[src/tsfs_pkg.sv]
// ----------------------------------------------------------------------------
// tsfs_pkg
// Shared types and codes for the thread slot FIFO scheduler.
// ----------------------------------------------------------------------------
package tsfs_pkg;

    // Default size of the thread table
    localparam int MAX_THREADS_DEF = 32;

    // Command codes
    localparam logic [1:0] ACT_CREATE = 2'd0;
    localparam logic [1:0] ACT_YIELD  = 2'd1;
    localparam logic [1:0] ACT_KILL   = 2'd2;
    localparam logic [1:0] ACT_EXIT   = 2'd3;

    // Yield target kinds (the unused code behaves like a given id)
    localparam logic [1:0] KIND_GIVEN = 2'd0;
    localparam logic [1:0] KIND_ANY   = 2'd1;
    localparam logic [1:0] KIND_SELF  = 2'd2;

    // Result status codes
    localparam logic [1:0] STAT_OK      = 2'd0;
    localparam logic [1:0] STAT_NOMORE  = 2'd1;
    localparam logic [1:0] STAT_INVALID = 2'd2;
    localparam logic [1:0] STAT_NONE    = 2'd3;

    // Queue command: optional append, then optional removal by id
    typedef struct packed {
        logic       push_en;
        logic [7:0] push_val;
        logic       remove_en;
        logic [7:0] remove_id;
    } q_cmd_t;

    // Queue command as seen by one cell, with the current fill count
    typedef struct packed {
        logic       push_en;
        logic [7:0] push_val;
        logic       remove_en;
        logic [7:0] remove_id;
        logic [8:0] count;
    } q_cell_ctrl_t;

    // Slot table update: mark one slot used or free
    typedef struct packed {
        logic       set_en;
        logic       clr_en;
        logic [7:0] idx;
    } slot_cmd_t;

endpackage

[src/tsfs_q_cell.sv]
// ----------------------------------------------------------------------------
// tsfs_q_cell
// One entry of the shifting ready queue: holds an id, compares it with the
// id to remove and takes its right neighbor's id once a match is seen.
// ----------------------------------------------------------------------------
module tsfs_q_cell
    import tsfs_pkg::*;
#(
    parameter int INDEX = 0,
    parameter int IDW   = 5
)
(
    input  logic               clk,
    input  q_cell_ctrl_t       ctrl,
    input  logic [IDW-1:0]     nb_entry,
    input  logic               seen_in,
    output logic [IDW-1:0]     entry,
    output logic               seen_out
);

    logic [IDW-1:0] entry_reg;
    logic [IDW-1:0] entry_next;
    logic           occupied;
    logic           match;
    logic           shift;
    logic           at_tail;
    logic           nb_is_tail;

    // Compare against the id to remove; pass the hit to the right
    assign occupied   = 9'(INDEX) < ctrl.count;
    assign match      = ctrl.remove_en && occupied && (entry_reg == ctrl.remove_id[IDW-1:0]);
    assign seen_out   = seen_in | match;
    assign shift      = ctrl.remove_en && seen_out;
    assign at_tail    = ctrl.push_en && (9'(INDEX) == ctrl.count);
    assign nb_is_tail = ctrl.push_en && (9'(INDEX + 1) == ctrl.count);

    // Shift left past the removed id, or take the appended id at the tail
    always_comb
    begin
        entry_next = entry_reg;
        if (shift)
        begin
            entry_next = nb_is_tail ? ctrl.push_val[IDW-1:0] : nb_entry;
        end
        else if (at_tail)
        begin
            entry_next = ctrl.push_val[IDW-1:0];
        end
    end

    always_ff @(posedge clk)
    begin
        entry_reg <= entry_next;
    end

    assign entry = entry_reg;

endmodule

[src/tsfs_queue.sv]
// ----------------------------------------------------------------------------
// tsfs_queue
// Ready queue as a row of cells with a fill count; head at cell 0.
// Supports append and removal by id in the same cycle.
// ----------------------------------------------------------------------------
module tsfs_queue
    import tsfs_pkg::*;
#(
    parameter int MAX_THREADS = MAX_THREADS_DEF,
    parameter int IDW         = (MAX_THREADS > 2) ? $clog2(MAX_THREADS) : 1,
    parameter int CW          = $clog2(MAX_THREADS + 1)
)
(
    input  logic           clk,
    input  logic           rst_n,
    input  q_cmd_t         cmd,
    output logic [IDW-1:0] head,
    output logic [CW-1:0]  count
);

    logic [CW-1:0]  count_reg;
    logic [CW-1:0]  count_next;
    logic [IDW-1:0] entries [MAX_THREADS];
    logic           seen    [MAX_THREADS+1];
    q_cell_ctrl_t   cell_ctrl;

    // Broadcast the command and the fill count to every cell
    assign cell_ctrl.push_en   = cmd.push_en;
    assign cell_ctrl.push_val  = cmd.push_val;
    assign cell_ctrl.remove_en = cmd.remove_en;
    assign cell_ctrl.remove_id = cmd.remove_id;
    assign cell_ctrl.count     = 9'(count_reg);

    assign seen[0] = 1'b0;

    // Row of cells, each fed by its right neighbor; the last cell is fed by the appended id
    for (genvar i = 0; i < MAX_THREADS; i++)
    begin : g_cell
        logic [IDW-1:0] nb;
        if (i < MAX_THREADS - 1)
        begin : g_mid
            assign nb = entries[i+1];
        end
        else
        begin : g_last
            assign nb = cmd.push_val[IDW-1:0];
        end

        tsfs_q_cell #(
            .INDEX (i),
            .IDW   (IDW)
        ) u_cell (
            .clk      (clk),
            .ctrl     (cell_ctrl),
            .nb_entry (nb),
            .seen_in  (seen[i]),
            .entry    (entries[i]),
            .seen_out (seen[i+1])
        );
    end

    // Advance the count by one on append while not full, back by one on a removal hit
    always_comb
    begin
        count_next = count_reg;
        if (cmd.push_en && (count_reg < CW'(MAX_THREADS)))
        begin
            count_next = count_next + CW'(1);
        end
        if (cmd.remove_en && seen[MAX_THREADS])
        begin
            count_next = count_next - CW'(1);
        end
    end

    always_ff @(posedge clk or negedge rst_n)
    begin
        if (!rst_n)
        begin
            count_reg <= '0;
        end
        else
        begin
            count_reg <= count_next;
        end
    end

    assign head  = entries[0];
    assign count = count_reg;

endmodule

[src/tsfs_slots.sv]
// ----------------------------------------------------------------------------
// tsfs_slots
// Table of used thread slots with a lowest-free-slot search from slot 1.
// ----------------------------------------------------------------------------
module tsfs_slots
    import tsfs_pkg::*;
#(
    parameter int MAX_THREADS = MAX_THREADS_DEF,
    parameter int IDW         = (MAX_THREADS > 2) ? $clog2(MAX_THREADS) : 1
)
(
    input  logic                   clk,
    input  logic                   rst_n,
    input  slot_cmd_t              cmd,
    output logic [MAX_THREADS-1:0] used,
    output logic [IDW-1:0]         free_idx,
    output logic                   free_found
);

    logic [MAX_THREADS-1:0] used_reg;
    logic [MAX_THREADS-1:0] used_next;

    // Apply one set or clear
    always_comb
    begin
        used_next = used_reg;
        if (cmd.set_en)
        begin
            used_next[cmd.idx[IDW-1:0]] = 1'b1;
        end
        if (cmd.clr_en)
        begin
            used_next[cmd.idx[IDW-1:0]] = 1'b0;
        end
    end

    always_ff @(posedge clk or negedge rst_n)
    begin
        if (!rst_n)
        begin
            used_reg <= MAX_THREADS'(1);
        end
        else
        begin
            used_reg <= used_next;
        end
    end

    // Find the lowest free slot above slot 0
    always_comb
    begin
        free_idx   = '0;
        free_found = 1'b0;
        for (int i = MAX_THREADS - 1; i >= 1; i--)
        begin
            if (!used_reg[i])
            begin
                free_idx   = IDW'(i);
                free_found = 1'b1;
            end
        end
    end

    assign used = used_reg;

endmodule

[src/thread_slot_fifo_scheduler_core.sv]
// ----------------------------------------------------------------------------
// thread_slot_fifo_scheduler_core
// Thread scheduler with a slot table, a FIFO ready queue with removal by id
// and the running thread id; one result per command.
//
//  channel | dir | tdata bits (lowest first)
//  --------+-----+----------------------------------------------------------
//  s_axis  | in  | action[1:0] target_kind[3:2] target_id[11:4], zero pad
//  m_axis  | out | status[1:0] res_id[9:2] running_id[17:10], zero pad
//
// A command is captured in ST_IDLE; ST_EXEC then updates the slot
// table, the cell queue and the running id in parallel.
// A new command is taken only in ST_IDLE while the result register is empty or
// being drained, so a stalled output holds the input off.
// Reset clears the slot table to slot 0 used, empties the queue and
// makes thread 0 run; no clearing pass is needed.
// ----------------------------------------------------------------------------
module thread_slot_fifo_scheduler_core
    import tsfs_pkg::*;
#(
    parameter int MAX_THREADS = MAX_THREADS_DEF
)
(
    input  logic        clk,
    input  logic        rst_n,
    input  logic        s_axis_tvalid,
    output logic        s_axis_tready,
    input  logic [15:0] s_axis_tdata,   // action, target_kind, target_id
    output logic        m_axis_tvalid,
    input  logic        m_axis_tready,
    output logic [23:0] m_axis_tdata    // status, res_id, running_id
);

    localparam int IDW = (MAX_THREADS > 2) ? $clog2(MAX_THREADS) : 1;
    localparam int CW  = $clog2(MAX_THREADS + 1);

    typedef enum logic {
        ST_IDLE,
        ST_EXEC
    } state_t;

    state_t         state_reg;
    logic [1:0]     action_reg;
    logic [1:0]     kind_reg;
    logic [7:0]     tid_reg;
    logic [IDW-1:0] running_reg;
    logic [IDW-1:0] running_next;
    logic           out_valid_reg;
    logic [1:0]     status_reg;
    logic [1:0]     status_next;
    logic [7:0]     res_reg;
    logic [7:0]     res_next;

    logic [MAX_THREADS-1:0] used;
    logic [IDW-1:0]         free_idx;
    logic                   free_found;
    logic [IDW-1:0]         q_head;
    logic [CW-1:0]          q_count;
    q_cmd_t                 q_cmd;
    slot_cmd_t              s_cmd;

    logic [7:0]     want;
    logic           want_ok;
    logic           tid_ok;
    logic           q_empty;
    logic [7:0]     running8;
    logic           exec;

    assign exec     = (state_reg == ST_EXEC);
    assign q_empty  = (q_count == '0);
    assign running8 = 8'(running_reg);
    assign want     = (kind_reg == KIND_ANY) ? 8'(q_head) : tid_reg;
    assign want_ok  = ({1'b0, want} < 9'(MAX_THREADS)) && used[want[IDW-1:0]];
    assign tid_ok   = ({1'b0, tid_reg} < 9'(MAX_THREADS)) && used[tid_reg[IDW-1:0]];

    tsfs_slots #(
        .MAX_THREADS (MAX_THREADS),
        .IDW         (IDW)
    ) u_slots (
        .clk        (clk),
        .rst_n      (rst_n),
        .cmd        (s_cmd),
        .used       (used),
        .free_idx   (free_idx),
        .free_found (free_found)
    );

    tsfs_queue #(
        .MAX_THREADS (MAX_THREADS),
        .IDW         (IDW),
        .CW          (CW)
    ) u_queue (
        .clk   (clk),
        .rst_n (rst_n),
        .cmd   (q_cmd),
        .head  (q_head),
        .count (q_count)
    );

    // Decode the captured command into table and queue updates
    always_comb
    begin
        q_cmd        = '0;
        s_cmd        = '0;
        status_next  = STAT_OK;
        res_next     = '0;
        running_next = running_reg;
        unique case (action_reg)
            ACT_CREATE:
            begin
                if (free_found)
                begin
                    s_cmd.set_en   = exec;
                    s_cmd.idx      = 8'(free_idx);
                    q_cmd.push_en  = exec;
                    q_cmd.push_val = 8'(free_idx);
                    res_next       = 8'(free_idx);
                end
                else
                begin
                    status_next = STAT_NOMORE;
                end
            end
            ACT_YIELD:
            begin
                if ((kind_reg == KIND_ANY) && q_empty)
                begin
                    status_next = STAT_NONE;
                end
                else if ((kind_reg == KIND_SELF) || (want == running8))
                begin
                    res_next = running8;
                end
                else if (!want_ok)
                begin
                    status_next = STAT_INVALID;
                end
                else if (q_empty)
                begin
                    status_next = STAT_NONE;
                end
                else
                begin
                    q_cmd.push_en   = exec;
                    q_cmd.push_val  = running8;
                    q_cmd.remove_en = exec;
                    q_cmd.remove_id = want;
                    running_next    = want[IDW-1:0];
                    res_next        = want;
                end
            end
            ACT_KILL:
            begin
                if (!tid_ok || (tid_reg == '0) || (tid_reg == running8))
                begin
                    status_next = STAT_INVALID;
                end
                else
                begin
                    q_cmd.remove_en = exec;
                    q_cmd.remove_id = tid_reg;
                    s_cmd.clr_en    = exec;
                    s_cmd.idx       = tid_reg;
                    res_next        = tid_reg;
                end
            end
            ACT_EXIT:
            begin
                if (running_reg != '0)
                begin
                    s_cmd.clr_en = exec;
                    s_cmd.idx    = running8;
                    if (!q_empty)
                    begin
                        q_cmd.remove_en = exec;
                        q_cmd.remove_id = 8'(q_head);
                        running_next    = q_head;
                        res_next        = 8'(q_head);
                    end
                    else
                    begin
                        running_next = '0;
                    end
                end
            end
            default:
            begin
                status_next = STAT_OK;
            end
        endcase
    end

    // Take a command only while the result register can accept a new one
    assign s_axis_tready = (state_reg == ST_IDLE) && (!out_valid_reg || m_axis_tready);

    // Hold state, the captured command, the running id and the result
    always_ff @(posedge clk or negedge rst_n)
    begin
        if (!rst_n)
        begin
            state_reg     <= ST_IDLE;
            running_reg   <= '0;
            out_valid_reg <= 1'b0;
            action_reg    <= '0;
            kind_reg      <= '0;
            tid_reg       <= '0;
            status_reg    <= '0;
            res_reg       <= '0;
        end
        else
        begin
            if (out_valid_reg && m_axis_tready)
            begin
                out_valid_reg <= 1'b0;
            end
            unique case (state_reg)
                ST_IDLE:
                begin
                    if (s_axis_tvalid && s_axis_tready)
                    begin
                        action_reg <= s_axis_tdata[1:0];
                        kind_reg   <= s_axis_tdata[3:2];
                        tid_reg    <= s_axis_tdata[11:4];
                        state_reg  <= ST_EXEC;
                    end
                end
                ST_EXEC:
                begin
                    running_reg   <= running_next;
                    status_reg    <= status_next;
                    res_reg       <= (status_next == STAT_OK) ? res_next : 8'd0;
                    out_valid_reg <= 1'b1;
                    state_reg     <= ST_IDLE;
                end
                default:
                begin
                    state_reg <= ST_IDLE;
                end
            endcase
        end
    end

    assign m_axis_tvalid = out_valid_reg;
    assign m_axis_tdata  = {6'd0, 8'(running_reg), res_reg, status_reg};

`ifndef SYNTHESIS
    // The running thread always owns a used slot
    a_running_used: assert property (@(posedge clk) disable iff (!rst_n)
        used[running_reg])
        else $error("running thread slot is free");

    // The running thread is never queued, so the queue stays below the table size
    a_count_bound: assert property (@(posedge clk) disable iff (!rst_n)
        q_count <= CW'(MAX_THREADS - 1))
        else $error("ready queue holds too many ids");

    // An execute cycle always produces a result
    a_result_after_exec: assert property (@(posedge clk) disable iff (!rst_n)
        exec |=> m_axis_tvalid)
        else $error("execute cycle gave no result");

    // Slot table and queue change only in the execute cycle
    a_update_in_exec: assert property (@(posedge clk) disable iff (!rst_n)
        !exec |=> $stable(used) && $stable(q_count))
        else $error("state changed outside execute cycle");
`endif

endmodule
[config.mk]
export PLATFORM = sky130hd
export DESIGN_NAME = thread_slot_fifo_scheduler_core
export DESIGN_NICKNAME = d
export VERILOG_FILES = /design/src/tsfs_pkg.sv /design/src/tsfs_q_cell.sv /design/src/tsfs_queue.sv /design/src/tsfs_slots.sv /design/src/thread_slot_fifo_scheduler_core.sv
export SDC_FILE = /design/constraint.sdc
export NUM_CORES = 1
export LEC_CHECK = 0
export ABC_AREA = 1
export BUFFER_PORTS_ARGS = -buffer_cell sky130_fd_sc_hd__buf_2
export CORE_MARGIN = 1.5
export CORE_UTILIZATION = 55
export DETAILED_ROUTE_END_ITERATION = 12
export PLACE_DENSITY = 0.71
export SLEW_MARGIN = 20
export SYNTH_ARGS = -nofsm -noshare
export SYNTH_HDL_FRONTEND = slang
export SYNTH_HIERARCHICAL = 1
export SYNTH_SLANG_ARGS = --single-unit
[constraint.sdc]
create_clock -name clk -period 17.2 [get_ports clk]
set_clock_uncertainty 0.15 [all_clocks]
set_input_delay 2.58 -clock clk [delete_from_list [all_inputs] [get_ports clk]]
set_output_delay 2.58 -clock clk [all_outputs]
set_load 0.01 [all_outputs]
# Word-level counts from Yosys, hierarchy flattened

Cells that the tools add are included.

Word-level logic and storage cells: 526
Flip-flop bits (word level): 227
Output and inout port bits: 26
Bits of input ports: 20

$add $sub $neg: 2
Reduce and logical (&&, ||, !) cells: 153
Bitwise gates (word level): 35
$lt $le $gt $ge: 39
Muxes and demuxes: 180
Equality and inequality tests: 75

Operator list:

| operator                                                                      | count |
|---|---|
| 5-bit 2-to-1 mux                                                              | 104 |
| 5-bit equality test                                                           | 32 |
| 1-bit logical AND                                                             | 136 |
| 5-bit by 6-bit equality test with 1-bit output (first input constant)         | 16 |
| 5-bit by 6-bit less-than comparator with 1-bit output (first input constant)  | 16 |
| 18-bit 2-to-1 mux                                                             | 4 |
| 32-bit 2-to-1 mux                                                             | 2 |
| 8-bit 2-to-1 mux                                                              | 7 |
| 4-bit by 6-bit equality test with 1-bit output (first input constant)         | 8 |
| 4-bit by 6-bit less-than comparator with 1-bit output (first input constant)  | 8 |
| 9-bit 2-to-1 mux                                                              | 5 |
| 1-bit 2-to-1 mux                                                              | 40 |
| 32-bit AND                                                                    | 1 |
| 32-bit NOT                                                                    | 1 |
| 32-bit bitwise OR                                                             | 1 |
| 8-bit one-hot mux with 4 select lines                                         | 1 |
| 1-bit bitwise OR                                                              | 31 |
| 9-bit one-hot mux with 3 select lines                                         | 1 |
| 3-bit by 6-bit equality test with 1-bit output (first input constant)         | 4 |
| 3-bit by 6-bit less-than comparator with 1-bit output (first input constant)  | 4 |
| 5-bit by 6-bit less-than comparator with 1-bit output (second input constant) | 3 |
| 9-bit one-hot mux with 2 select lines                                         | 1 |
| 8-bit by 5-bit equality test with 1-bit output                                | 2 |
| 8-bit by 6-bit less-than comparator with 1-bit output (second input constant) | 2 |
| 30 further kinds                                                              | 54 |

# Depth between registers and ports, before layout

Gate-level depths: netlist of run 1.

Depth in word-level cells: 44
Gate-level depth with buffers: 90
Mapped depth without buffers: 89

# By module

Netlist of run 1, hierarchy kept.

By module, submodules not included:

| module                                       | cells each | instances | area an instance (µm²) | seq. area each (µm²) |
|---|---|---|---|---|
| thread_slot_fifo_scheduler_core              | 451        | 1         | 2,718.9                | 725.7 |
| tsfs_slots                                   | 250        | 1         | 1,785.5                | 802.0 |
| tsfs_q_cell at u_queue.g_cell[24].u_cell ... | 82         | 2         | 493.0                  | 150.1 |
| tsfs_q_cell at u_queue.g_cell[26].u_cell     | 88         | 1         | 520.5                  | 150.1 |
| tsfs_q_cell at u_queue.g_cell[22].u_cell     | 83         | 1         | 510.5                  | 150.1 |
| tsfs_q_cell at u_queue.g_cell[20].u_cell     | 82         | 1         | 509.2                  | 150.1 |
| tsfs_q_cell at u_queue.g_cell[30].u_cell     | 80         | 1         | 504.2                  | 150.1 |
| tsfs_q_cell at u_queue.g_cell[23].u_cell     | 87         | 1         | 503.0                  | 150.1 |
| tsfs_q_cell at u_queue.g_cell[19].u_cell     | 89         | 1         | 501.7                  | 150.1 |
| tsfs_q_cell at u_queue.g_cell[16].u_cell     | 84         | 1         | 500.5                  | 150.1 |
| tsfs_q_cell at u_queue.g_cell[4].u_cell      | 81         | 1         | 500.5                  | 150.1 |
| tsfs_q_cell at u_queue.g_cell[18].u_cell     | 85         | 1         | 499.2                  | 150.1 |
| tsfs_q_cell at u_queue.g_cell[27].u_cell     | 87         | 1         | 499.2                  | 150.1 |
| tsfs_q_cell at u_queue.g_cell[1].u_cell      | 85         | 1         | 498.0                  | 150.1 |
| 20 more rows                                 | --         | --        | --                     | -- |

# Worst setup path after synthesis of run 1

OpenSTA, ideal clock, no wires.

Path type: register to register
From: register u_queue.count_reg[1] (netlist: u_queue/count[1])
To: register u_queue.g_cell[31].u_cell.entry_reg[0], enable pin
Path slack: 4.486 ns
Data arrival time: 12.190 ns
Data required time: 16.676 ns
Clock period less this slack: 12.714 ns
Cell stages (with the launch flop): 76
Setup time: 0.374 ns
Buffers on the path: 1
Cells stage by stage: dfrtp_1 -> nor2_1 -> nand3_1 -> clkbuf_1 -> a41oi_1 -> nand2_1 -> inv_1 -> a21oi_1 -> nand2_1 -> nor2_2 -> nand3_2 -> nand2_4 -> inv_1 -> nand2_4 -> inv_1 -> nand2_4 -> inv_1 -> nand2_4 -> (+40 left out) -> inv_1 -> nand2_4 -> inv_1 -> nand2_4 -> inv_1 -> nand2_4 -> inv_1 -> nand2_4 -> inv_1 -> nand2_4 -> inv_1 -> nand2_4 -> inv_1 -> nand2_4 -> inv_1 -> nand2_4 -> nand2_2 -> o21ai_0

RTL lines:

| what                   | line              | source |
|---|---|---|
| from (decl)            | tsfs_queue.sv:21  | `logic [CW-1:0] count_reg;` |
| from (signal assigned) | tsfs_queue.sv:84  | `count_reg <= count_next;` |
| to (signal assigned)   | tsfs_q_cell.sv:53 | `entry_reg <= entry_next;` |
| to (decl)              | tsfs_q_cell.sv:21 | `logic [IDW-1:0] entry_reg;` |

==> summary.md, run 1 <==
| Metric | Value |
|---|---|
| Pre-CTS WS | `6648 ps` |
| N_diodes | `0` |
| RSZ-0062 raised after global routing | `no` |
| Slowest CP cell | `dfrtp_1` |
| Cell count after synthesis | `3372` |
| Post-synth ARST share | `29.52%` |
| Crit path DAT | `11130 ps` |
| Die Height | `196.7 um` |
| Largest net degree at the start of global routing | `128` |
| Setup-failing EPs final | `0` |
| Max-Cap Viols | `0` |
| Critical path peak fanout | `64` |
| CP Data Required Time | `17520 ps` |
| Flip-flop and latch count after synthesis | `227` |
| First-pass GRT wire length | `98.41 mm` |
| CTS tree | `done` |
| Int Power | `1.333 mW` |
| ANT nets after route | `0` |
| Seq/Total Area, Yosys | `31.42%` |
| Largest register FFs | `160` |
| Yosys top cell area share | `24.44%` |
| HPWL after DPL | `37.90 mm` |
| Crit path kind | `reg -> reg` |
| Peak supply drop | `140.7 uV` |
| Commonest cells after routing, fill and taps aside | `nand2_1, inv_1, nand3_1, nor2_1, edfxtp_1` |
| Status | `finished clean` |
| Die W | `196.7 um` |
| Worst hold path type | `reg -> reg` |
| Post-route worst setup slack | `6388 ps` |
| Initial antenna violation count | `0` |
| Lkg Pwr | `11.11 nW` |
| Most common cell after layout, fill and taps aside | `nand2_1` |
| Slew Limit Fails | `0` |
| Finished Core Util | `62.35%` |
| Clock share of power | `24.1%` |
| Netlist cell types | `57` |
| Period minus WS final | `10810 ps` |
| Seq pwr share | `30.6%` |
| Yosys warns | `6` |
| H-tree levels | `1` |
| P&R area growth vs syn | `11.18%` |
| Mapped cell area | `20630 um2` |
| Avg Synthesized Cell Area | `6.118 um2` |
| Wirelength, routed | `59.76 mm` |
| Final setup TNS | `0 ps` |
| Clock Tree Buf Depth | `3` |
| CORE AREA | `36790 um2` |
| Finished Cell Area | `22940 um2` |
| Clk slew on worst S/H paths | `60 ps` |
| Vias in the first global route | `20260` |
| DR vias | `21680` |
| Hold_buf cts | `0` |
| Number of port buffers | `32` |
| Seq. cell area | `6490 um2` |
| Leading area contributor after synthesis | `nand2_1` |
| CP Capture Type | `flop` |
| Die ar. | `38680 um2` |
| Fillers | `3451` |
| Reg2Reg Setup Slack | `6390 ps` |
| Io pins | `46` |
| Multi-input logic area | `12620 um2` |
| Power per Cell Area | `107.9 nW/um2` |
| Clock buffer count from CTS | `29` |
| Layout cells sized above 1 | `9.238%` |
| Max Fclk | `0.09249 GHz` |
| Gr usage total | `31.03%` |
| CP peak stage delay | `870 ps` |
| Logic pwr share | `45.4%` |
| Switching fraction of total power | `46.13%` |
| Postcts setup bufs | `0` |
| Fin cells | `4051` |
| Top FF cell, synth | `edfxtp_1` |
| Initial Util | `56.08%` |
| Dpl cells | `3998` |
| Final period utilization | `62.86%` |
| Vias/cell | `5.351` |
| Global route overflow | `0` |
| Initial drt markers | `1535` |
| Top cell by count, worst path | `inv_1` |
| CP startpoint kind | `flop` |
| Top cells by area, synth | `nand2_1, edfxtp_1, nand3_1` |
| Worst-margin pin slew | `996.4 ps` |
| EDFF count, synth | `160` |
| Wire per inst | `14.75 um` |
| Pre-antenna DRT Iters | `8` |
| # DRC | `0` |
| Post-CTS resize count | `0` |
| Layout net count | `3584` |
| CTS Sinks | `227` |
| Slew headroom | `33.57%` |
| Sw Pwr | `1.141 mW` |
| Rows | `70` |
| Fin. Hold Viols | `0` |
| Clock insertion delay at the later pin of the skew report | `580 ps` |
| GP Congestion | `0.9318` |
| Area post-placement | `21990 um2` |
| Root Buffer | `clkbuf_16` |
## power by group through the flow
stage / clock network, mW / registers, mW / logic [mW]
final: 0.595 / 0.756 / 1.12
after detailed placement: 0 / 0.764 / 1.10
after CTS: 0.609 / 0.754 / 1.11
after floorplan: 0 / 0.797 / 0.755
after global routing: 0.623 / 0.763 / 1.25
after global placement: 0 / 0.763 / 1.07
## Yosys cell counts (3+ instances only)
cell,n
nand2_1,1343
inv_1,501
nand3_1,396
nor2_1,303
edfxtp_1,160
o21ai_0,97
nand4_1,71
dfrtp_1,66
a21oi_1,54
nand2_2,54
nor2_2,53
nand2_4,42
nand3_2,26
nor3_1,24
xor2_1,22
o21ai_1,19
clkbuf_1,14
buf_4,11
a2bb2oi_1,9
nand3b_1,9
nor3_2,9
o211ai_1,8
inv_2,6
o21ai_2,6
clkinv_1,4
nor3b_1,4
xnor2_1,4
a22oi_1,3
a31oi_1,3
buf_2,3
nor2_4,3
nor3b_2,3
o32a_1,3
or2_1,3
## metal layers
metal,routed length (um),vias to the layer above,track usage (%)
met5,0,-,0
met3,4336,125,3.525
met2,28560,782,54.54
met4,1607,0,10.35
li1,-,10940,-
met1,25260,9831,39.69
## worst max-delay path: cells and delay by family (launching register included)
kind	cells	cell delay [ps]
buffers and inverters	35	3780
AOI/OAI and AO/OA	1	190
DFF	1	870
and+or+nand+nor	50	5640
## kinds of logic (layout without fill, tap and decap cells)
logic type | Yosys count | count (layout) | share of synthesized area [%]
DFF | 227 | 227 | 31.42
other | 2 | 133 | 0.03641
xor gates and xnor gates | 26 | 26 | 1.104
AOI/OAI and AO/OA | 210 | 210 | 5.708
adders and majority gates | 2 | 2 | 0.1213
and+or+nand+nor | 2361 | 2361 | 51.37
muxes | 1 | 1 | 0.04853
buffers and inverters | 543 | 623 | 10.18
## final cells by class
type | count | share of cell area, %
inverters | 511 | 8.363
multi-input cells | 2733 | 55.03
repair buffers | 60 | 1.757
well taps | 468 | 2.553
flip-flops and latches | 227 | 28.30
clock buffers | 41 | 3.579
clock inverters | 11 | 0.4255
## stage by stage
stage               hold slack [ps]  total power, mW
finish                        324.7            2.474
global route                  352.9            2.635
CTS                           331.1            2.470
detailed placement            315.4            1.865
global placement              308.7            1.833
floorplan                     299.5            1.553
## final timing paths
path	startpoint	endpoint	cells past startpoint
setup / recovery	tid_reg[0]	u_queue/count[4]	86
hold / removal	res_reg[2]	res_reg[2]	2
setup reg to reg	tid_reg[0]	u_queue/count[4]	86
hold reg to reg	res_reg[2]	res_reg[2]	2
max in group asynchronous	rst_n	u_queue/count[1]	2
min in group asynchronous	rst_n	kind_reg[1]	2
No activity file was read; power rests on OpenSTA's default activity.
==> inputs of run 2 (changes only) <==
Settings changed: PLACE_DENSITY 0.71 to 0.74.
Clock period 17.2 ns to 9.8 ns, I/O delays scaled along.
==> run 2 against run 1 <==
- global-route usage down 0.33 points
- critical endpoint unchanged
- setup slack worse by 5700 ps
- combinational power up 86%
- utilization up 0.85 points
- sequential cell count unchanged
- die area unchanged
- cell count up 0.79%
- register-to-register slack worse by 5700 ps
- cell area up 1.4%
- non-clock buffer count up 32
- total power up 75%
- clock-buffer cell count down 2
==> summary.md, run 2 (synthesized netlist as in run 1, its figures left out) <==
| Metric | Value |
|---|---|
| Wirelength, routed | `59.83 mm` |
| Pre-antenna DRT Iters | `6` |
| Worst setup path start | `kind_reg[1]` |
| Finished Cell Area | `23250 um2` |
| Die ar. | `38680 um2` |
| Root Buffer | `clkbuf_16` |
| Most common cell after layout, fill and taps aside | `nand2_1` |
| DR vias | `21770` |
| Fin cells | `4083` |
| Reg2Reg Setup Slack | `670 ps` |
| Worst path top cell family by delay | `simple AND/OR/NAND/NOR gates` |
| CORE AREA | `36790 um2` |
| Largest register FFs | `160` |
| Period minus WS final | `9129 ps` |
| Area post-placement | `22110 um2` |
| Max Fclk | `0.1095 GHz` |
| Total power draw | `4.328 mW` |
| Worst hold path type | `reg -> reg` |
| Pre-CTS WS | `397.8 ps` |
| Hold_buf cts | `0` |
| Slowest CP cell | `dfrtp_2` |
| CP Data Required Time | `10100 ps` |
| Final period utilization | `93.15%` |
| Largest net degree at the start of global routing | `69` |
| Io pins | `46` |
| Dpl cells | `4014` |
| Gr usage total | `30.70%` |
| # DRC | `0` |
| Lkg Pwr | `11.23 nW` |
| Max-Cap Viols | `0` |
| R2r endpoint | `u_queue/count[4]` |
| Die Height | `196.7 um` |
| Reg2Reg Depth | `89` |
| Clk slew on worst S/H paths | `60 ps` |
| Clock Tree Buf Depth | `3` |
| GP Congestion | `0.9140` |
| Vias/cell | `5.333` |
| Vias in the first global route | `20300` |
| H-tree levels | `1` |
| Global route overflow | `0` |
| Commonest cells after routing, fill and taps aside | `nand2_1, inv_1, nand3_1, nor2_1, edfxtp_1` |
| Worst-margin pin slew | `1048 ps` |
| Initial drt markers | `1645` |
| Slew Limit Fails | `0` |
| Hold slack | `330.1 ps` |
| Slew headroom | `29.86%` |
| CTS tree | `done` |
| Crit Reg-Reg Startpoint | `kind_reg[1]` |
| CP peak stage delay | `450 ps` |
| Power per Cell Area | `186.2 nW/um2` |
| Number of port buffers | `32` |
| Top cell by count, worst path | `nand2_4` |
| Die W | `196.7 um` |
| CP Capture Type | `flop` |
| ANT nets after route | `0` |
| Rows | `70` |
| Initial Util | `56.08%` |
| Fin. Hold Viols | `0` |
| Crit path DAT | `9430 ps` |
| Crit path kind | `reg -> reg` |
| CP startpoint kind | `flop` |
| Worst Setup EP | `u_queue/count[4]` |
| P&R area growth vs syn | `12.69%` |
| First-pass GRT wire length | `97.77 mm` |
| CTS Sinks | `227` |
| Clock insertion delay at the later pin of the skew report | `570 ps` |
| Setup-failing EPs final | `0` |
| Post-route worst setup slack | `671.0 ps` |
| Initial antenna violation count | `0` |
| Layout net count | `3618` |
| Status | `finished clean` |
| HPWL after DPL | `38.67 mm` |
| Clock buffer count from CTS | `28` |
| N_diodes | `0` |
| Worst path bufs/invs | `35` |
| Critical path peak fanout | `7` |
| Wire per inst | `14.65 um` |
| Peak supply drop | `150.9 uV` |
| Stages on the worst setup path | `89` |
| Layout cells sized above 1 | `10.32%` |
[run 2: tightest hold or removal path: stages (launching register included)]
cell and delay, ps:
dfrtp_1 330, inv_1 40, nor2_1 70
[run 2: timing repair]
action | in CTS | in global routing
setup buffers | 0 | 17
gates resized for setup | 0 | 40
endpoints found under the setup margin | 0 | 26
[run 2: power breakdown]
part | internal (mW) | total, mW | switching (mW)
logic | 0.583 | 2.08 | 1.50
registers | 1.18 | 1.29 | 0.107
clock network | 0.536 | 0.955 | 0.420
total | 2.30 | 4.33 | 2.03
[run 2: how the worst min path moves through the flow]
stage | end | start | depth (start not counted) | slack, ps
2_1_floorplan | tid_reg[6] | tid_reg[6] | 2 | 300
3_3_place_gp | res_reg[0] | res_reg[0] | 2 | 310
3_5_place_dp | res_reg[2] | res_reg[2] | 2 | 320
4_1_cts | tid_reg[6] | tid_reg[6] | 2 | 330
5_1_grt | res_reg[7] | res_reg[7] | 2 | 360
6_report | res_reg[5] | res_reg[5] | 2 | 330
[run 2: layer usage]
metal	global-route usage (%)	wire (um)	vias up
li1	-	-	11010
met3	3.422	3952	148
met1	38.87	25220	9827
met4	10.97	1827	0
met5	0	0	-
met2	54.15	28830	788
[run 2: area by class of cell]
type / instances / area (um2)
Inverter: 511 / 1926
Timing Repair Buffer: 92 / 639.4
Tap cell: 468 / 585.6
Sequential cell: 227 / 6494
Clock buffer: 39 / 763.2
Fill cell: 3394 / 13540
Clock inverter: 10 / 45.04
Multi-Input combinational cell: 2736 / 12790
[run 2: through the flow]
| stage | utilization [%] | setup TNS (ps) |
|---|---|---|
| 3_3_place_gp | 60.10 | 0 |
| 2_1_floorplan | - | 0 |
| 3_5_place_dp | 60.10 | 0 |
| 5_1_grt | 63.20 | -47.69 |
| 4_1_cts | 62.29 | 0 |
| 6_report | 63.20 | 0 |
